==> config.mk <==
export PLATFORM = sky130hd
export DESIGN_NAME = bq_mac
export DESIGN_NICKNAME = d
export VERILOG_FILES = /design/src/rtl/biquad_cascade_iir_filter_macros.svh /design/src/rtl/bq_pkg.sv /design/src/rtl/bq_mac.sv
export SDC_FILE = /design/constraint.sdc
export NUM_CORES = 2
export LEC_CHECK = 0
export BUFFER_PORTS_ARGS = -buffer_cell sky130_fd_sc_hd__clkbuf_2
export CORE_MARGIN = 2
export CORE_UTILIZATION = 50
export CTS_CLUSTER_SIZE = 40
export DETAILED_ROUTE_END_ITERATION = 8
export GPL_ROUTABILITY_DRIVEN = 0
export PLACE_DENSITY = 0.66
export RECOVER_POWER = 25
export SETUP_SLACK_MARGIN = 0.1
export SKIP_LAST_GASP = 1
export SYNTH_ARGS = -nofsm -noshare
export SYNTH_HDL_FRONTEND = slang
export SYNTH_SLANG_ARGS = --single-unit
==> constraint.sdc <==
create_clock -name clk_i -period 18.8 [get_ports clk_i]
set_input_delay 4.7 -clock clk_i [delete_from_list [all_inputs] [get_ports clk_i]]
set_output_delay 4.7 -clock clk_i [all_outputs]
set_load 0.01 [all_outputs]
==> src/rtl/biquad_cascade_iir_filter_macros.svh <==
// Assertion macros shared by the biquad cascade RTL.
`ifndef BIQUAD_CASCADE_IIR_FILTER_MACROS_SVH
`define BIQUAD_CASCADE_IIR_FILTER_MACROS_SVH
// Implication checked on every rising clock edge outside reset.
`define BQ_ASSERT_IMPL(label, clk, rst_n, ante, cons, msg) \
  label: assert property (@(posedge clk) disable iff (!rst_n) (ante) |-> (cons)) \
    else $error(msg);
// Next-cycle implication checked outside reset.
`define BQ_ASSERT_NEXT(label, clk, rst_n, ante, cons, msg) \
  label: assert property (@(posedge clk) disable iff (!rst_n) (ante) |=> (cons)) \
    else $error(msg);
`endif

==> src/rtl/bq_pkg.sv <==
// Package with constants, coefficient tables and arithmetic helpers for the biquad cascade.
`default_nettype none
package bq_pkg;
  localparam int NumSectionsDef = 17;
  localparam int SampleWidthDef = 24;
  localparam int RomSections = 17;
  localparam int StateWidth = 32;
  localparam int CfgIdxWidth = 1;
  localparam logic [CfgIdxWidth-1:0] RegCoefSet = 1'b0;
  localparam logic [CfgIdxWidth-1:0] RegGain = 1'b1;
  localparam logic signed [31:0] GainReset = 32'sd268435456;
  localparam logic signed [31:0] Q30One = 32'sd1073741824;

  typedef struct packed {
    logic signed [31:0] b0;
    logic signed [31:0] b2;
    logic signed [31:0] a1;
    logic signed [31:0] a2;
  } coef_t;

  function automatic logic signed [31:0] rom_gain(input logic set, input logic [2:0] k);
    logic signed [31:0] r;
    r = 32'sd0;
    if (!set) begin
      case (k)
        3'd0, 3'd1: r = 32'sd81106648;
        3'd2, 3'd3: r = 32'sd79020144;
        3'd4, 3'd5: r = 32'sd77527672;
        default:    r = 32'sd76754416;
      endcase
    end else begin
      case (k)
        3'd0, 3'd1: r = 32'sd125207344;
        3'd2, 3'd3: r = 32'sd120391352;
        3'd4, 3'd5: r = 32'sd117058944;
        default:    r = 32'sd115367048;
      endcase
    end
    return r;
  endfunction

  function automatic logic signed [31:0] rom_a1(input logic set, input logic [2:0] k);
    logic signed [31:0] r;
    r = 32'sd0;
    case ({set, k})
      4'd0:  r = -32'sd2060349695;
      4'd1:  r = -32'sd2139609600;
      4'd2:  r = -32'sd1971207680;
      4'd3:  r = -32'sd2124292864;
      4'd4:  r = -32'sd2106593408;
      4'd5:  r = -32'sd1915857920;
      4'd6:  r = -32'sd2085114240;
      4'd7:  r = -32'sd1900037888;
      4'd8:  r = -32'sd1847756928;
      4'd9:  r = -32'sd2050132864;
      4'd10: r = -32'sd1774989568;
      4'd11: r = -32'sd1981295257;
      4'd12: r = -32'sd1752526848;
      4'd13: r = -32'sd1909026048;
      4'd14: r = -32'sd1836716160;
      default: r = -32'sd1777757952;
    endcase
    return r;
  endfunction

  function automatic logic signed [31:0] rom_a2(input logic set, input logic [2:0] k);
    logic signed [31:0] r;
    r = 32'sd0;
    case ({set, k})
      4'd0:  r = 32'sd1018508032;
      4'd1:  r = 32'sd1066412736;
      4'd2:  r = 32'sd925112128;
      4'd3:  r = 32'sd1051147968;
      4'd4:  r = 32'sd1033580992;
      4'd5:  r = 32'sd863893504;
      4'd6:  r = 32'sd1012371264;
      4'd7:  r = 32'sd841882432;
      4'd8:  r = 32'sd1010613376;
      4'd9:  r = 32'sd1040046144;
      4'd10: r = 32'sd907387072;
      4'd11: r = 32'sd975101952;
      4'd12: r = 32'sd846573120;
      4'd13: r = 32'sd913741440;
      4'd14: r = 32'sd861666304;
      default: r = 32'sd833574848;
    endcase
    return r;
  endfunction

  // Coefficients of section j; sections past the band ROM are identity.
  function automatic coef_t section_coef(input logic set, input logic [5:0] j);
    coef_t c;
    c.b0 = Q30One;
    c.b2 = 32'sd0;
    c.a1 = 32'sd0;
    c.a2 = 32'sd0;
    if (j < 6'(RomSections - 1)) begin
      if (!j[0]) begin
        c.b0 = rom_gain(set, j[3:1]);
      end else begin
        c.b2 = -Q30One;
        c.a1 = rom_a1(set, j[3:1]);
        c.a2 = rom_a2(set, j[3:1]);
      end
    end
    return c;
  endfunction

  // Saturate a wide signed value to 32 bits.
  function automatic logic signed [31:0] sat32(input logic signed [66:0] v);
    logic signed [31:0] r;
    r = v[31:0];
    if (v > 67'sd2147483647) r = 32'sh7fffffff;
    else if (v < -67'sd2147483648) r = 32'sh80000000;
    return r;
  endfunction
endpackage
`default_nettype wire

==> src/rtl/bq_mac.sv <==
// Section datapath: one shared 32x32 multiplier and a Q30 accumulator.
`default_nettype none
module bq_mac (
  input  wire logic clk_i,
  input  wire logic clr_i,
  input  wire logic en_i,
  input  wire logic signed [31:0] base_i,
  input  wire logic signed [31:0] op_a_i,
  input  wire logic signed [31:0] op_b_i,
  input  wire logic neg_i,
  output logic signed [31:0] result_o
);
  import bq_pkg::*;
  logic signed [66:0] acc_q, acc_d;
  logic signed [63:0] prod;

  assign prod = op_a_i * op_b_i;

  // Exact accumulation in Q.30 units; base is scaled by 2^30 when loaded on clear.
  always_comb begin
    acc_d = acc_q;
    if (clr_i) acc_d = {{5{base_i[31]}}, base_i, 30'd0};
    else if (en_i) acc_d = neg_i ? acc_q - 67'(prod) : acc_q + 67'(prod);
  end

  always_ff @(posedge clk_i) begin
    acc_q <= acc_d;
  end

  // Round half up by 2^30 then saturate.
  assign result_o = sat32((acc_q + 67'sd536870912) >>> 30);
endmodule
`default_nettype wire

==> metrics.md <==
| Metric | Value |
|---|---|
| I/O pins | 132 |
| TritonCTS Buffers | 9 |
| Worst Hold Class | flip-flop to flip-flop |
| Resized cells post-CTS | 0 |
| Final hold vios | 0 |
| Syn_nets | 6,587 |
| Clock buffer depth | 2 |
| CP delay by family, top | adder cells |
| Via count | 34.56k |
| Clock-pin slew of the registers on the worst-case setup and hold paths | 0.06 ns |
| Final setup fails | 0 |
| Status | finished with violations |
| Layout cell share with drive strength beyond 1 | 0.04698 |
| Synth unique cells | 105 |
| GR Util met2 | 0.4197 |
| Post-route DRC violation count | 0 |
| Slowest-stage cell, CP | clkbuf_1 |
| Wirelength per Cell | 19.71 microns |
| Synth area leaders | fa_1, inv_1, and2_1 |
| Max FFs per register | 67 |
| CP arrival | 16.62 ns |
| Largest net degree at the start of global routing | 63 |
| Place WS | 2.151 ns |
| Synth cell count leaders | fa_1, inv_1, nand2_1 |
| Share of the synthesized area in the top cell type | 0.4736 |
| First-pass GRT wire length | 203,300 microns |
| Hpwl dp | 99,860 microns |
| 1st-iter DRT viols | 2,627 |
| Global-route met3 utilization | 0.05017 |
| Mapped Area | 0.04578 sq mm |
| M1 GR Usage | 0.4119 |
| Die Area | 0.09399 sq mm |
| Pins Over Slew Limit | 68 |
| Max_slew headroom | -0.4607 |
| Max Freq | 60.51 MHz |
| CTS tree | done |
| Biggest register | acc_q |
| Drt pass-1 iters | 5 |
| WP buf/inv | 4 |
| Primary FF master, synth | edfxtp_1 |
| Layer with the highest usage | met2 |
| Worst Path Required | 18.89 ns |
| Synthesis-to-finish area growth | 3.304% |
| Least-Margin Pin Slew | 2.191 ns |
| Fin crit period | 16.53 ns |
| Initial antenna violation count | 8 |
| Post-synth EDFFs | 37 |
| Port Buffers | 131 |
| Post-synth top area cell | fa_1 |
| Synthesized area per cell | 8.886 sq um |
| CTS HTree Levels | 3 |
| Post-DRT Antenna Nets | 0 |
| Synth Register Bits | 67 |
| Max-cap violations | 2 |
| Post-CTS Setup Inserts | 0 |
| Biggest regs | acc_q: 67 flops |
| Worst Setup Path Type | input port to flip-flop |
| CP max stage delay | 1.00 ns |
| Setup crit start kind | input port |
| Cts-stage hold buffer count | 0 |
| All-layer global routing usage | 0.2742 |
| Failing checks | max-capacitance violations, max-slew violations |
| RSZ-0062 raised after global routing | no |
| Most common cell in the netlist | fa_1 |
| Clock Sinks | 67 |
| Fin nets | 6,475 |
| CP endpoint kind | flip-flop |
| Clk_lat worst skew | 0.36 ns |
| GRT overflow | 0 |
| CTS root buf | clkbuf_16 |
| Die Height | 306.6 microns |
| WL final | 122,700 microns |
| Most used cell, CP | fa_1 |
| Vias in the first global route | 36.38k |
| Fin worst setup slack | 2.273 ns |
| Setup tns final | 0 ns |
| Worst Path Max Fanout | 22 |
| Seq/Total Area, Yosys | 0.03739 |
| Rows | 110 |
| Core area | 0.09042 sq mm |
| Die width | 306.6 microns |
| WHS | 0.4655 ns |
| Final worst-path cycle share | 0.8791 |
| Post-DR vias/cell | 5.553 |
| Initial Util | 0.5063 |
| Synth Warn # | 0 |
| Layout Utilization | 0.5230 |
| Clock Skew | 0.01253 ns |
| Gate Count Post-Synth | 5,152 |
| Async SR Flop Fraction | 0 |
-- placed cells by master (no fill, tap or decap), types with 19 or more instances in the layout --
master,instances
fa_1,1083
inv_1,1021
nand2_1,669
and2_1,505
ha_1,252
nor2_1,179
a21oi_1,158
clkbuf_2,129
xnor2_1,127
o21ai_0,123
xor2_1,82
a21o_1,79
nand3_1,51
edfxtp_1,37
a31oi_1,35
nand4_1,33
dfxtp_1,30
nor3_1,29
and3_1,29
mux2i_1,22
o21bai_1,20
buf_4,20
o211ai_1,19
nand2b_1,19
-- stage by stage --
| stage | cell area (sq um) | std cells |
|---|---|---|
| 4_1_cts | 47290 | 6221 |
| 2_1_floorplan | 45780 | 5152 |
| 3_3_place_gp | 46980 | 6205 |
| 6_report | 47290 | 6223 |
| 5_1_grt | 47290 | 6222 |
| 3_5_place_dp | 46980 | 6205 |
-- path summary, 6_finish.rpt --
path                   from         to  slack (ns)  cells after the start
setup reg to reg   acc_q[0]  acc_q[42]       14.22                     16
hold reg to reg   acc_q[20]  acc_q[20]        0.47                      2
setup / recovery  op_a_i[0]  acc_q[64]        2.27                     38
hold / removal    acc_q[20]  acc_q[20]        0.47                      2
-- cells by family (layout without fill, tap and decap cells) --
kind of cell | Yosys count | in the layout | share of synthesized area
AOI/OAI and AO/OA | 604 | 604 | 0.09014
xor gates and xnor gates | 212 | 212 | 0.04119
adders and majority gates | 1335 | 1335 | 0.5425
buffers and inverters | 1297 | 1190 | 0.1074
DFF | 67 | 67 | 0.03739
muxes | 23 | 23 | 0.005056
other | 0 | 2 | 0
and+or+nand+nor | 1614 | 1614 | 0.1763
-- worst min-delay path: stages, from the launching register on --
cell and delay [ns]:
dfxtp_1 0.31, nand2_1 0.06, a21oi_1 0.05
-- cell type report --
class                      instances  area, sq um
multi-input combinational       3788        39150
clock buffer                      11        232.7
antenna                            2        5.005
tap                             1176         1471
sequential                        67         1712
fill                            8505        43130
timing repair buffer             152        807.0
inverter                        1022         3836
clock inverter                     5        77.57
-- layer usage --
metal	up-vias	wire length (microns)
li1	15460	-
met1	17600	54990
met2	1342	54290
met3	145	11010
met4	14	2282
met5	-	97
Power is not shown: default switching activity piles up to over one toggle a cycle in this logic, so the estimate is an artifact.
