`config.mk`:
```
export PLATFORM = sky130hd
export DESIGN_NAME = bq_ram
export DESIGN_NICKNAME = d
export VERILOG_FILES = /design/src/rtl/biquad_cascade_iir_filter_macros.svh /design/src/rtl/bq_ram.sv
export SDC_FILE = /design/constraint.sdc
export NUM_CORES = 1
export LEC_CHECK = 0
export ABC_AREA = 1
export BUFFER_PORTS_ARGS = -buffer_cell sky130_fd_sc_hd__buf_2
export CORE_ASPECT_RATIO = 1.4
export CORE_MARGIN = 1.5
export CORE_UTILIZATION = 59
export DETAILED_ROUTE_END_ITERATION = 8
export GPL_TIMING_DRIVEN = 1
export PLACE_DENSITY_LB_ADDON = 0.15
export SKIP_LAST_GASP = 1
export SLEW_MARGIN = 0
export SYNTH_ARGS = -nofsm -noshare
export SYNTH_HDL_FRONTEND = slang
export SYNTH_SLANG_ARGS = --single-unit
export TNS_END_PERCENT = 50
```
`constraint.sdc`:
```
create_clock -name clk_i -period 7.7 [get_ports clk_i]
set_input_delay 0.385 -clock clk_i [delete_from_list [all_inputs] [get_ports clk_i]]
set_output_delay 0.385 -clock clk_i [all_outputs]
set_load 0.01 [all_outputs]
```
`src/rtl/biquad_cascade_iir_filter_macros.svh`:
```
// Assertion macros shared by the biquad cascade RTL.
`ifndef BIQUAD_CASCADE_IIR_FILTER_MACROS_SVH
`define BIQUAD_CASCADE_IIR_FILTER_MACROS_SVH
// Implication checked on every rising clock edge outside reset.
`define BQ_ASSERT_IMPL(label, clk, rst_n, ante, cons, msg) \
  label: assert property (@(posedge clk) disable iff (!rst_n) (ante) |-> (cons)) \
    else $error(msg);
// Next-cycle implication checked outside reset.
`define BQ_ASSERT_NEXT(label, clk, rst_n, ante, cons, msg) \
  label: assert property (@(posedge clk) disable iff (!rst_n) (ante) |=> (cons)) \
    else $error(msg);
`endif

```
`src/rtl/bq_ram.sv`:
```
// Generic single-port-write, single-port-read RAM with a registered read.
`default_nettype none
module bq_ram #(
  parameter int Width = 32,
  parameter int Depth = 17
) (
  input  wire logic clk_i,
  input  wire logic we_i,
  input  wire logic [$clog2(Depth)-1:0] waddr_i,
  input  wire logic [Width-1:0] wdata_i,
  input  wire logic [$clog2(Depth)-1:0] raddr_i,
  output logic [Width-1:0] rdata_o
);
  logic [Width-1:0] mem_q [Depth];

  always_ff @(posedge clk_i) begin
    if (we_i) mem_q[waddr_i] <= wdata_i;
    rdata_o <= mem_q[raddr_i];
  end
endmodule
`default_nettype wire

```
==> run_summary.xml, run 1 <==
<?xml version="1.0" encoding="UTF-8"?>
<metrics>
  <group name="global_route">
    <metric name="antenna_found_initial" unit="">2</metric>
    <metric name="overall_overflow_remaining_after_global_route" unit="">0</metric>
    <metric name="grt_pass1_wl" unit="mm">81.6</metric>
    <metric name="grt_pass1_vias" unit="">14000</metric>
    <metric name="grt_usage" unit="">0.279</metric>
    <metric name="largest_net_degree_at_the_start_of_global_routing" unit="">156</metric>
  </group>
  <group name="detailed_routing">
    <metric name="postRouteAntennaNets" unit="">0</metric>
    <metric name="num_vias" unit="">14400</metric>
    <metric name="first_pass_iters" unit="">5</metric>
    <metric name="viasPerCell" unit="">5.89</metric>
    <metric name="detailedRoute.firstIterationViolations" unit="">1383</metric>
    <metric name="route.detailed.wl_per_inst" unit="um">22.1</metric>
    <metric name="drc" unit="">0</metric>
    <metric name="detail_route.wirelength" unit="mm">53.8</metric>
  </group>
  <group name="final_layout">
    <metric name="finalCoreUtilization" unit="">0.663</metric>
    <metric name="area.growth.synth_to_final" unit="%">10.6</metric>
    <metric name="instances_no_fill" unit="">2438</metric>
    <metric name="finalNetCount" unit="">1967</metric>
    <metric name="postLayoutCellArea" unit="um^2">25000</metric>
    <metric name="post_route_cells_drive_above_1_share" unit="">0.102</metric>
  </group>
  <group name="timing">
    <metric name="timing.final.hold_violations" unit="">0</metric>
    <metric name="slew-limit-headroom" unit="">0.175</metric>
    <metric name="fin_ws" unit="ps">4520</metric>
    <metric name="report.final.setup_viol" unit="">0</metric>
    <metric name="max_slew.worst_pin.slew" unit="ps">1240</metric>
    <metric name="period_minus_slack" unit="ps">3180</metric>
    <metric name="setup_total_neg_slack" unit="ps">0</metric>
    <metric name="final-max-slew-violation-count" unit="">0</metric>
    <metric name="clock_skew" unit="ps">11.8</metric>
    <metric name="max_clock_freq" unit="GHz">0.315</metric>
    <metric name="post-route-period-util" unit="">0.413</metric>
    <metric name="rsz0062_at_grt" unit="">no</metric>
    <metric name="fin_hold_ws" unit="ps">191</metric>
  </group>
  <group name="synthesis">
    <metric name="syn_area" unit="um^2">22600</metric>
    <metric name="synth_edf_count" unit="">544</metric>
    <metric name="yosysTopAreaCellShare" unit="">0.724</metric>
    <metric name="synthesis.instances" unit="">1876</metric>
    <metric name="syn_nets" unit="">1920</metric>
    <metric name="synthMostInstantiatedCell" unit="">sky130_fd_sc_hd__nand2_1</metric>
    <metric name="synth.avg_cell_area" unit="um^2">12.0</metric>
    <metric name="synthArstFlopShare" unit="">0</metric>
    <metric name="ys_types" unit="">14</metric>
    <metric name="netlist_top_cells_area" unit="">sky130_fd_sc_hd__edfxtp_1 72%, sky130_fd_sc_hd__nand2_1 13%, sky130_fd_sc_hd__nand3_1 8.6%</metric>
    <metric name="postSynth.topFlopCell" unit="">sky130_fd_sc_hd__edfxtp_1</metric>
    <metric name="synth_sequential_area_ratio" unit="">0.752</metric>
    <metric name="synthDominantAreaCellType" unit="">sky130_fd_sc_hd__edfxtp_1</metric>
    <metric name="post_synth_most_frequent_cells" unit="">770 x sky130_fd_sc_hd__nand2_1, 544 x sky130_fd_sc_hd__edfxtp_1, 390 x sky130_fd_sc_hd__nand3_1</metric>
    <metric name="total_number_of_yosys_warnings" unit="">0</metric>
    <metric name="synth.ff_latch_count" unit="">576</metric>
  </group>
  <group name="critical_path">
    <metric name="timing.critical_path.required" unit="ps">8210</metric>
    <metric name="type_of_destination_of_the_critical_path" unit="">flip-flop</metric>
    <metric name="cp-start-kind" unit="">input port</metric>
    <metric name="cp_data_arrival_time" unit="ps">3690</metric>
    <metric name="critical_path_peak_fanout" unit="">155</metric>
    <metric name="setup.worst_path.class" unit="">in -&gt; reg</metric>
  </group>
  <group name="clocking">
    <metric name="htree_num_levels" unit="">2</metric>
    <metric name="cts-resized-gates" unit="">0</metric>
    <metric name="cts_hold_repair.buffers" unit="">0</metric>
    <metric name="tritoncts_clock_tree" unit="">done</metric>
    <metric name="clk-insertion-delay-late" unit="ps">570</metric>
    <metric name="cts_buffers" unit="">53</metric>
    <metric name="clock_tree.buffer_depth" unit="">3</metric>
    <metric name="clk_root_buffer_cell" unit="">sky130_fd_sc_hd__clkbuf_16</metric>
    <metric name="cts.repair_timing.setup_buffer_count" unit="">0</metric>
    <metric name="cts.clk_slew.worst_paths" unit="ps">70</metric>
    <metric name="clkSinkCount" unit="">576</metric>
  </group>
  <group name="die">
    <metric name="die_height" unit="um">234</metric>
    <metric name="design.portCount" unit="">76</metric>
    <metric name="die_width" unit="um">168</metric>
    <metric name="floorplan.core_area" unit="um^2">37600</metric>
    <metric name="design.die.area" unit="um^2">39500</metric>
    <metric name="effective_utilization_at_floorplan" unit="">0.600</metric>
    <metric name="rows" unit="">84</metric>
  </group>
  <group name="worst_hold_path">
    <metric name="worstHoldPathType" unit="">in -&gt; reg</metric>
  </group>
  <group name="status">
    <metric name="status" unit="">complete, no violations</metric>
  </group>
  <group name="placement">
    <metric name="place.detailed.instances" unit="">2341</metric>
    <metric name="gp_weighted_congestion" unit="">0.767</metric>
    <metric name="placement.setup.worst_slack" unit="ps">4120</metric>
    <metric name="dp_hpwl" unit="mm">25.4</metric>
    <metric name="postPlaceCellArea" unit="um^2">23300</metric>
    <metric name="port_buffers" unit="">75</metric>
  </group>
  <group name="power">
    <metric name="leakagePower" unit="nW">9.29</metric>
    <metric name="vdd_drop_max" unit="mV">0.197</metric>
    <metric name="power.total" unit="mW">6.43</metric>
    <metric name="powerDensity" unit="nW/um^2">258</metric>
  </group>
  <group name="flow_run">
    <metric name="timing.max_cap.violations" unit="">0</metric>
  </group>
</metrics>
==> cell type report <==
| type | instances | area (um^2) |
|---|---|---|
| clock inverters | 33 | 302 |
| repair buffers | 104 | 602 |
| well taps | 473 | 592 |
| fillers | 2798 | 12700 |
| inverters | 9 | 41.3 |
| clock buffers | 63 | 1400 |
| diodes | 1 | 2.50 |
| flip-flops and latches | 576 | 17000 |
| multi-input cells | 1179 | 5040 |
==> registers in the layout (all words and copies together) (netlist names) <==
name and cells:
mem_q 544, rdata_o 32
==> where the power goes <==
group / total, mW / internal [mW] / switching (mW)
clock network: 2.59 / 1.49 / 1.10
logic: 0.360 / 0.0955 / 0.264
registers: 3.49 / 3.47 / 0.0126
total: 6.43 / 5.06 / 1.37
==> routing by layer <==
layer,GRT usage,up-vias,share of wire
li1,-,6599,-
met1,0.369,6908,0.39
met4,0.114,2,0.035
met2,0.472,707,0.49
met3,0.0398,145,0.081
met5,0,-,0.00015
==> kinds of logic after synthesis <==
group,count (synthesis),share of synthesized area
buf+inv,121,0.0301
simple gates,1179,0.218
flops,576,0.752
==> path summary, 6_finish.rpt <==
| check | startpoint | endpoint | slack [ps] | cells past startpoint |
|---|---|---|---|---|
| setup / recovery | raddr_i[0] | rdata_o[18]$_DFF_P_ | 4520 | 11 |
| setup reg to reg | mem_q[9][11]$_DFFE_PP_ | rdata_o[11]$_DFF_P_ | 6550 | 8 |
| hold / removal | wdata_i[31] | mem_q[4][31]$_DFFE_PP_ | 190 | 1 |
| hold reg to reg | mem_q[16][22]$_DFFE_PP_ | rdata_o[22]$_DFF_P_ | 440 | 2 |
==> placed cells by master (no fill, tap or decap) <==
| master | n |
|---|---|
| sky130_fd_sc_hd__nand2_1 | 770 |
| sky130_fd_sc_hd__edfxtp_1 | 544 |
| sky130_fd_sc_hd__nand3_1 | 390 |
| sky130_fd_sc_hd__buf_2 | 73 |
| sky130_fd_sc_hd__clkbuf_16 | 53 |
| sky130_fd_sc_hd__dfxtp_1 | 32 |
| sky130_fd_sc_hd__buf_4 | 30 |
| sky130_fd_sc_hd__nor2_4 | 16 |
| sky130_fd_sc_hd__clkinv_2 | 13 |
| sky130_fd_sc_hd__clkinv_1 | 13 |
| sky130_fd_sc_hd__inv_1 | 6 |
| sky130_fd_sc_hd__clkbuf_1 | 6 |
| sky130_fd_sc_hd__bufinv_16 | 6 |
| sky130_fd_sc_hd__clkbuf_8 | 4 |
| sky130_fd_sc_hd__nor2_1 | 2 |
| sky130_fd_sc_hd__diode_2 | 1 |
| sky130_fd_sc_hd__inv_6 | 1 |
| sky130_fd_sc_hd__inv_4 | 1 |
| sky130_fd_sc_hd__inv_2 | 1 |
| sky130_fd_sc_hd__nor4_2 | 1 |
| sky130_fd_sc_hd__clkinvlp_4 | 1 |
| sky130_fd_sc_hd__buf_6 | 1 |
==> worst max-delay path: stages <==
cell and delay [ps]:
sky130_fd_sc_hd__buf_6 300, sky130_fd_sc_hd__inv_6 920, sky130_fd_sc_hd__buf_4 1000, sky130_fd_sc_hd__nand2_1 130, sky130_fd_sc_hd__nand3_1 130, sky130_fd_sc_hd__nand3_1 100
sky130_fd_sc_hd__nand2_1 130, sky130_fd_sc_hd__nand2_1 60, sky130_fd_sc_hd__nand2_1 80, sky130_fd_sc_hd__nand2_1 50, sky130_fd_sc_hd__nand2_1 80
No activity file was read; power rests on OpenSTA's default activity.
==> run 2: changes to the inputs <==
- clock period: 7.7 -> 3.25 ns (I/O delays scaled with it)
==> run 2 against run 1 <==
Critical path depth decreased by 6. Clock skew decreased by 3.4 ps. Critical path type unchanged. Largest cell class unchanged. Wire length decreased by 2.3%. Setup slack got worse by 2800 ps.
==> run_summary.xml, run 2 (synthesis results as in run 1) <==
<?xml version="1.0" encoding="UTF-8"?>
<metrics>
  <group name="status">
    <metric name="status" unit="">complete, no violations</metric>
  </group>
  <group name="clocking">
    <metric name="tritoncts_clock_tree" unit="">done</metric>
    <metric name="cts-resized-gates" unit="">0</metric>
    <metric name="clk_root_buffer_cell" unit="">sky130_fd_sc_hd__clkbuf_16</metric>
    <metric name="htree_num_levels" unit="">2</metric>
    <metric name="clkSinkCount" unit="">576</metric>
    <metric name="cts_buffers" unit="">51</metric>
    <metric name="cts_hold_repair.buffers" unit="">32</metric>
    <metric name="clk-insertion-delay-late" unit="ps">570</metric>
    <metric name="cts.repair_timing.setup_buffer_count" unit="">0</metric>
    <metric name="clock_tree.buffer_depth" unit="">3</metric>
    <metric name="cts.clk_slew.worst_paths" unit="ps">60</metric>
  </group>
  <group name="timing">
    <metric name="max_clock_freq" unit="GHz">0.663</metric>
    <metric name="report.final.setup_viol" unit="">0</metric>
    <metric name="post-route-period-util" unit="">0.464</metric>
    <metric name="final-max-slew-violation-count" unit="">0</metric>
    <metric name="clock_skew" unit="ps">8.39</metric>
    <metric name="rsz0062_at_grt" unit="">no</metric>
    <metric name="period_minus_slack" unit="ps">1510</metric>
    <metric name="timing.final.hold_violations" unit="">0</metric>
    <metric name="slew-limit-headroom" unit="">0.344</metric>
    <metric name="setup_total_neg_slack" unit="ps">0</metric>
    <metric name="max_slew.worst_pin.slew" unit="ps">984</metric>
  </group>
  <group name="critical_path">
    <metric name="worst_flop_to_flop_path_startpoint" unit="">mem_q[11][19]$_DFFE_PP_</metric>
    <metric name="type_of_destination_of_the_critical_path" unit="">flip-flop</metric>
    <metric name="r2r-end" unit="">rdata_o[19]$_DFF_P_</metric>
    <metric name="critical_path_peak_fanout" unit="">16</metric>
    <metric name="startpoint" unit="">waddr_i[4]</metric>
    <metric name="highest_cell_delay_on_the_worst_timing_path" unit="ps">670</metric>
    <metric name="setup.worst_path.class" unit="">in -&gt; reg</metric>
    <metric name="worstPathBufferInverterCount" unit="">3</metric>
    <metric name="reg2reg_slack" unit="ps">2100</metric>
    <metric name="worst_setup_path_endpoint" unit="">mem_q[2][1]$_DFFE_PP_</metric>
    <metric name="timing.critical_path.required" unit="ps">3520</metric>
    <metric name="slowest_stage" unit="">sky130_fd_sc_hd__nor2_4</metric>
    <metric name="r2r.worst_path.cells" unit="">8</metric>
    <metric name="cp_data_arrival_time" unit="ps">1780</metric>
    <metric name="worstPathCellList" unit="">buf_2, inv_1, nand3_1, nor2_4, buf_4</metric>
    <metric name="cp_num_cells" unit="">5</metric>
    <metric name="family_of_cells_with_the_greatest_summed_delay_on_the_critical_path" unit="">simple AND/OR/NAND/NOR gates</metric>
    <metric name="cp-start-kind" unit="">input port</metric>
  </group>
  <group name="power">
    <metric name="vdd_drop_max" unit="mV">0.456</metric>
    <metric name="powerDensity" unit="nW/um^2">593</metric>
    <metric name="leakagePower" unit="nW">9.48</metric>
  </group>
  <group name="final_layout">
    <metric name="leading_cell_types_in_the_layout_fill_and_taps_excluded" unit="">770 x sky130_fd_sc_hd__nand2_1, 544 x sky130_fd_sc_hd__edfxtp_1, 390 x sky130_fd_sc_hd__nand3_1, 73 x sky130_fd_sc_hd__buf_2, 53 x sky130_fd_sc_hd__clkbuf_16</metric>
    <metric name="nFillCells" unit="">2716</metric>
    <metric name="multi_input_comb_area" unit="um^2">5050</metric>
    <metric name="layout_top_registers" unit="">mem_q (544), rdata_o (32)</metric>
    <metric name="post_route_cells_drive_above_1_share" unit="">0.102</metric>
    <metric name="finalNetCount" unit="">2003</metric>
    <metric name="antenna_cells_inserted" unit="">0</metric>
    <metric name="regMostFlops" unit="">mem_q</metric>
    <metric name="area.growth.synth_to_final" unit="%">12.8</metric>
    <metric name="ff_latch_area" unit="um^2">17000</metric>
    <metric name="largest_register_ff_count" unit="">544</metric>
    <metric name="mostFrequentLayoutCell" unit="">sky130_fd_sc_hd__nand2_1</metric>
    <metric name="finalCoreUtilization" unit="">0.677</metric>
  </group>
  <group name="detailed_routing">
    <metric name="route.detailed.wl_per_inst" unit="um">21.3</metric>
    <metric name="detailedRoute.firstIterationViolations" unit="">1587</metric>
    <metric name="detail_route.wirelength" unit="mm">52.6</metric>
    <metric name="num_vias" unit="">14400</metric>
    <metric name="viasPerCell" unit="">5.84</metric>
    <metric name="postRouteAntennaNets" unit="">0</metric>
    <metric name="first_pass_iters" unit="">5</metric>
    <metric name="drc" unit="">0</metric>
  </group>
  <group name="flow_run">
    <metric name="timing.max_cap.violations" unit="">0</metric>
  </group>
  <group name="global_route">
    <metric name="grt_pass1_wl" unit="mm">80.4</metric>
    <metric name="largest_net_degree_at_the_start_of_global_routing" unit="">174</metric>
    <metric name="antenna_found_initial" unit="">0</metric>
    <metric name="overall_overflow_remaining_after_global_route" unit="">0</metric>
    <metric name="grt_pass1_vias" unit="">14200</metric>
    <metric name="grt_usage" unit="">0.272</metric>
  </group>
  <group name="die">
    <metric name="design.portCount" unit="">76</metric>
    <metric name="die_width" unit="um">168</metric>
    <metric name="rows" unit="">84</metric>
    <metric name="design.die.area" unit="um^2">39500</metric>
    <metric name="floorplan.core_area" unit="um^2">37600</metric>
    <metric name="die_height" unit="um">234</metric>
    <metric name="effective_utilization_at_floorplan" unit="">0.600</metric>
  </group>
  <group name="placement">
    <metric name="dp_hpwl" unit="mm">25.3</metric>
    <metric name="port_buffers" unit="">75</metric>
    <metric name="gp_weighted_congestion" unit="">0.750</metric>
  </group>
  <group name="worst_hold_path">
    <metric name="hold_path.startpoint" unit="">raddr_i[4]</metric>
    <metric name="worstHoldPathType" unit="">in -&gt; reg</metric>
  </group>
</metrics>
## run 2: worst min path at each step
stage / to / slack (ps) / cells past startpoint
after CTS: rdata_o[16]$_DFF_P_ / 180 / 4
final: rdata_o[25]$_DFF_P_ / 210 / 4
after detailed placement: rdata_o[25]$_DFF_P_ / 430 / 2
after global routing: rdata_o[29]$_DFF_P_ / 220 / 4
after global placement: rdata_o[8]$_DFF_P_ / 420 / 2
after floorplan: mem_q[0][0]$_DFFE_PP_ / 260 / 0
## run 2: metal layers
metal,routed length [um],GRT usage
met2,25700,0.452
met5,0,0
met4,1290,0.0938
met1,21600,0.376
met3,4070,0.0360
## run 2: through the flow
step,cell area (um^2),setup WS (ps),power (mW),hold WS [ps],cells
2_1_floorplan,22600,670,8.95,261,1876
3_3_place_gp,23500,1180,9.27,422,2347
3_5_place_dp,23500,1130,9.29,427,2347
4_1_cts,25500,1740,15.2,185,2474
5_1_grt,25500,1650,15.5,217,2474
6_report,25500,1740,15.1,210,2474
## run 2: cell type report
type / count / share of cell area
tap: 473 / 0.0232
clock buffer: 73 / 0.0574
clock inverter: 22 / 0.00722
sequential: 576 / 0.667
timing repair buffer: 142 / 0.0454
multi-input combinational: 1179 / 0.198
inverter: 9 / 0.00162
## run 2: where the power goes
group          switching, mW  internal (mW)  total [mW]
registers             0.0268           8.23        8.25
clock network           2.56           3.36        5.93
logic                  0.640          0.266       0.907
total                   3.23           11.9        15.1
## run 2: tightest hold or removal path: stages
cell	delay [ps]
sky130_fd_sc_hd__buf_2	100
sky130_fd_sc_hd__buf_4	300
sky130_fd_sc_hd__nand2_1	120
sky130_fd_sc_hd__nand2_1	40
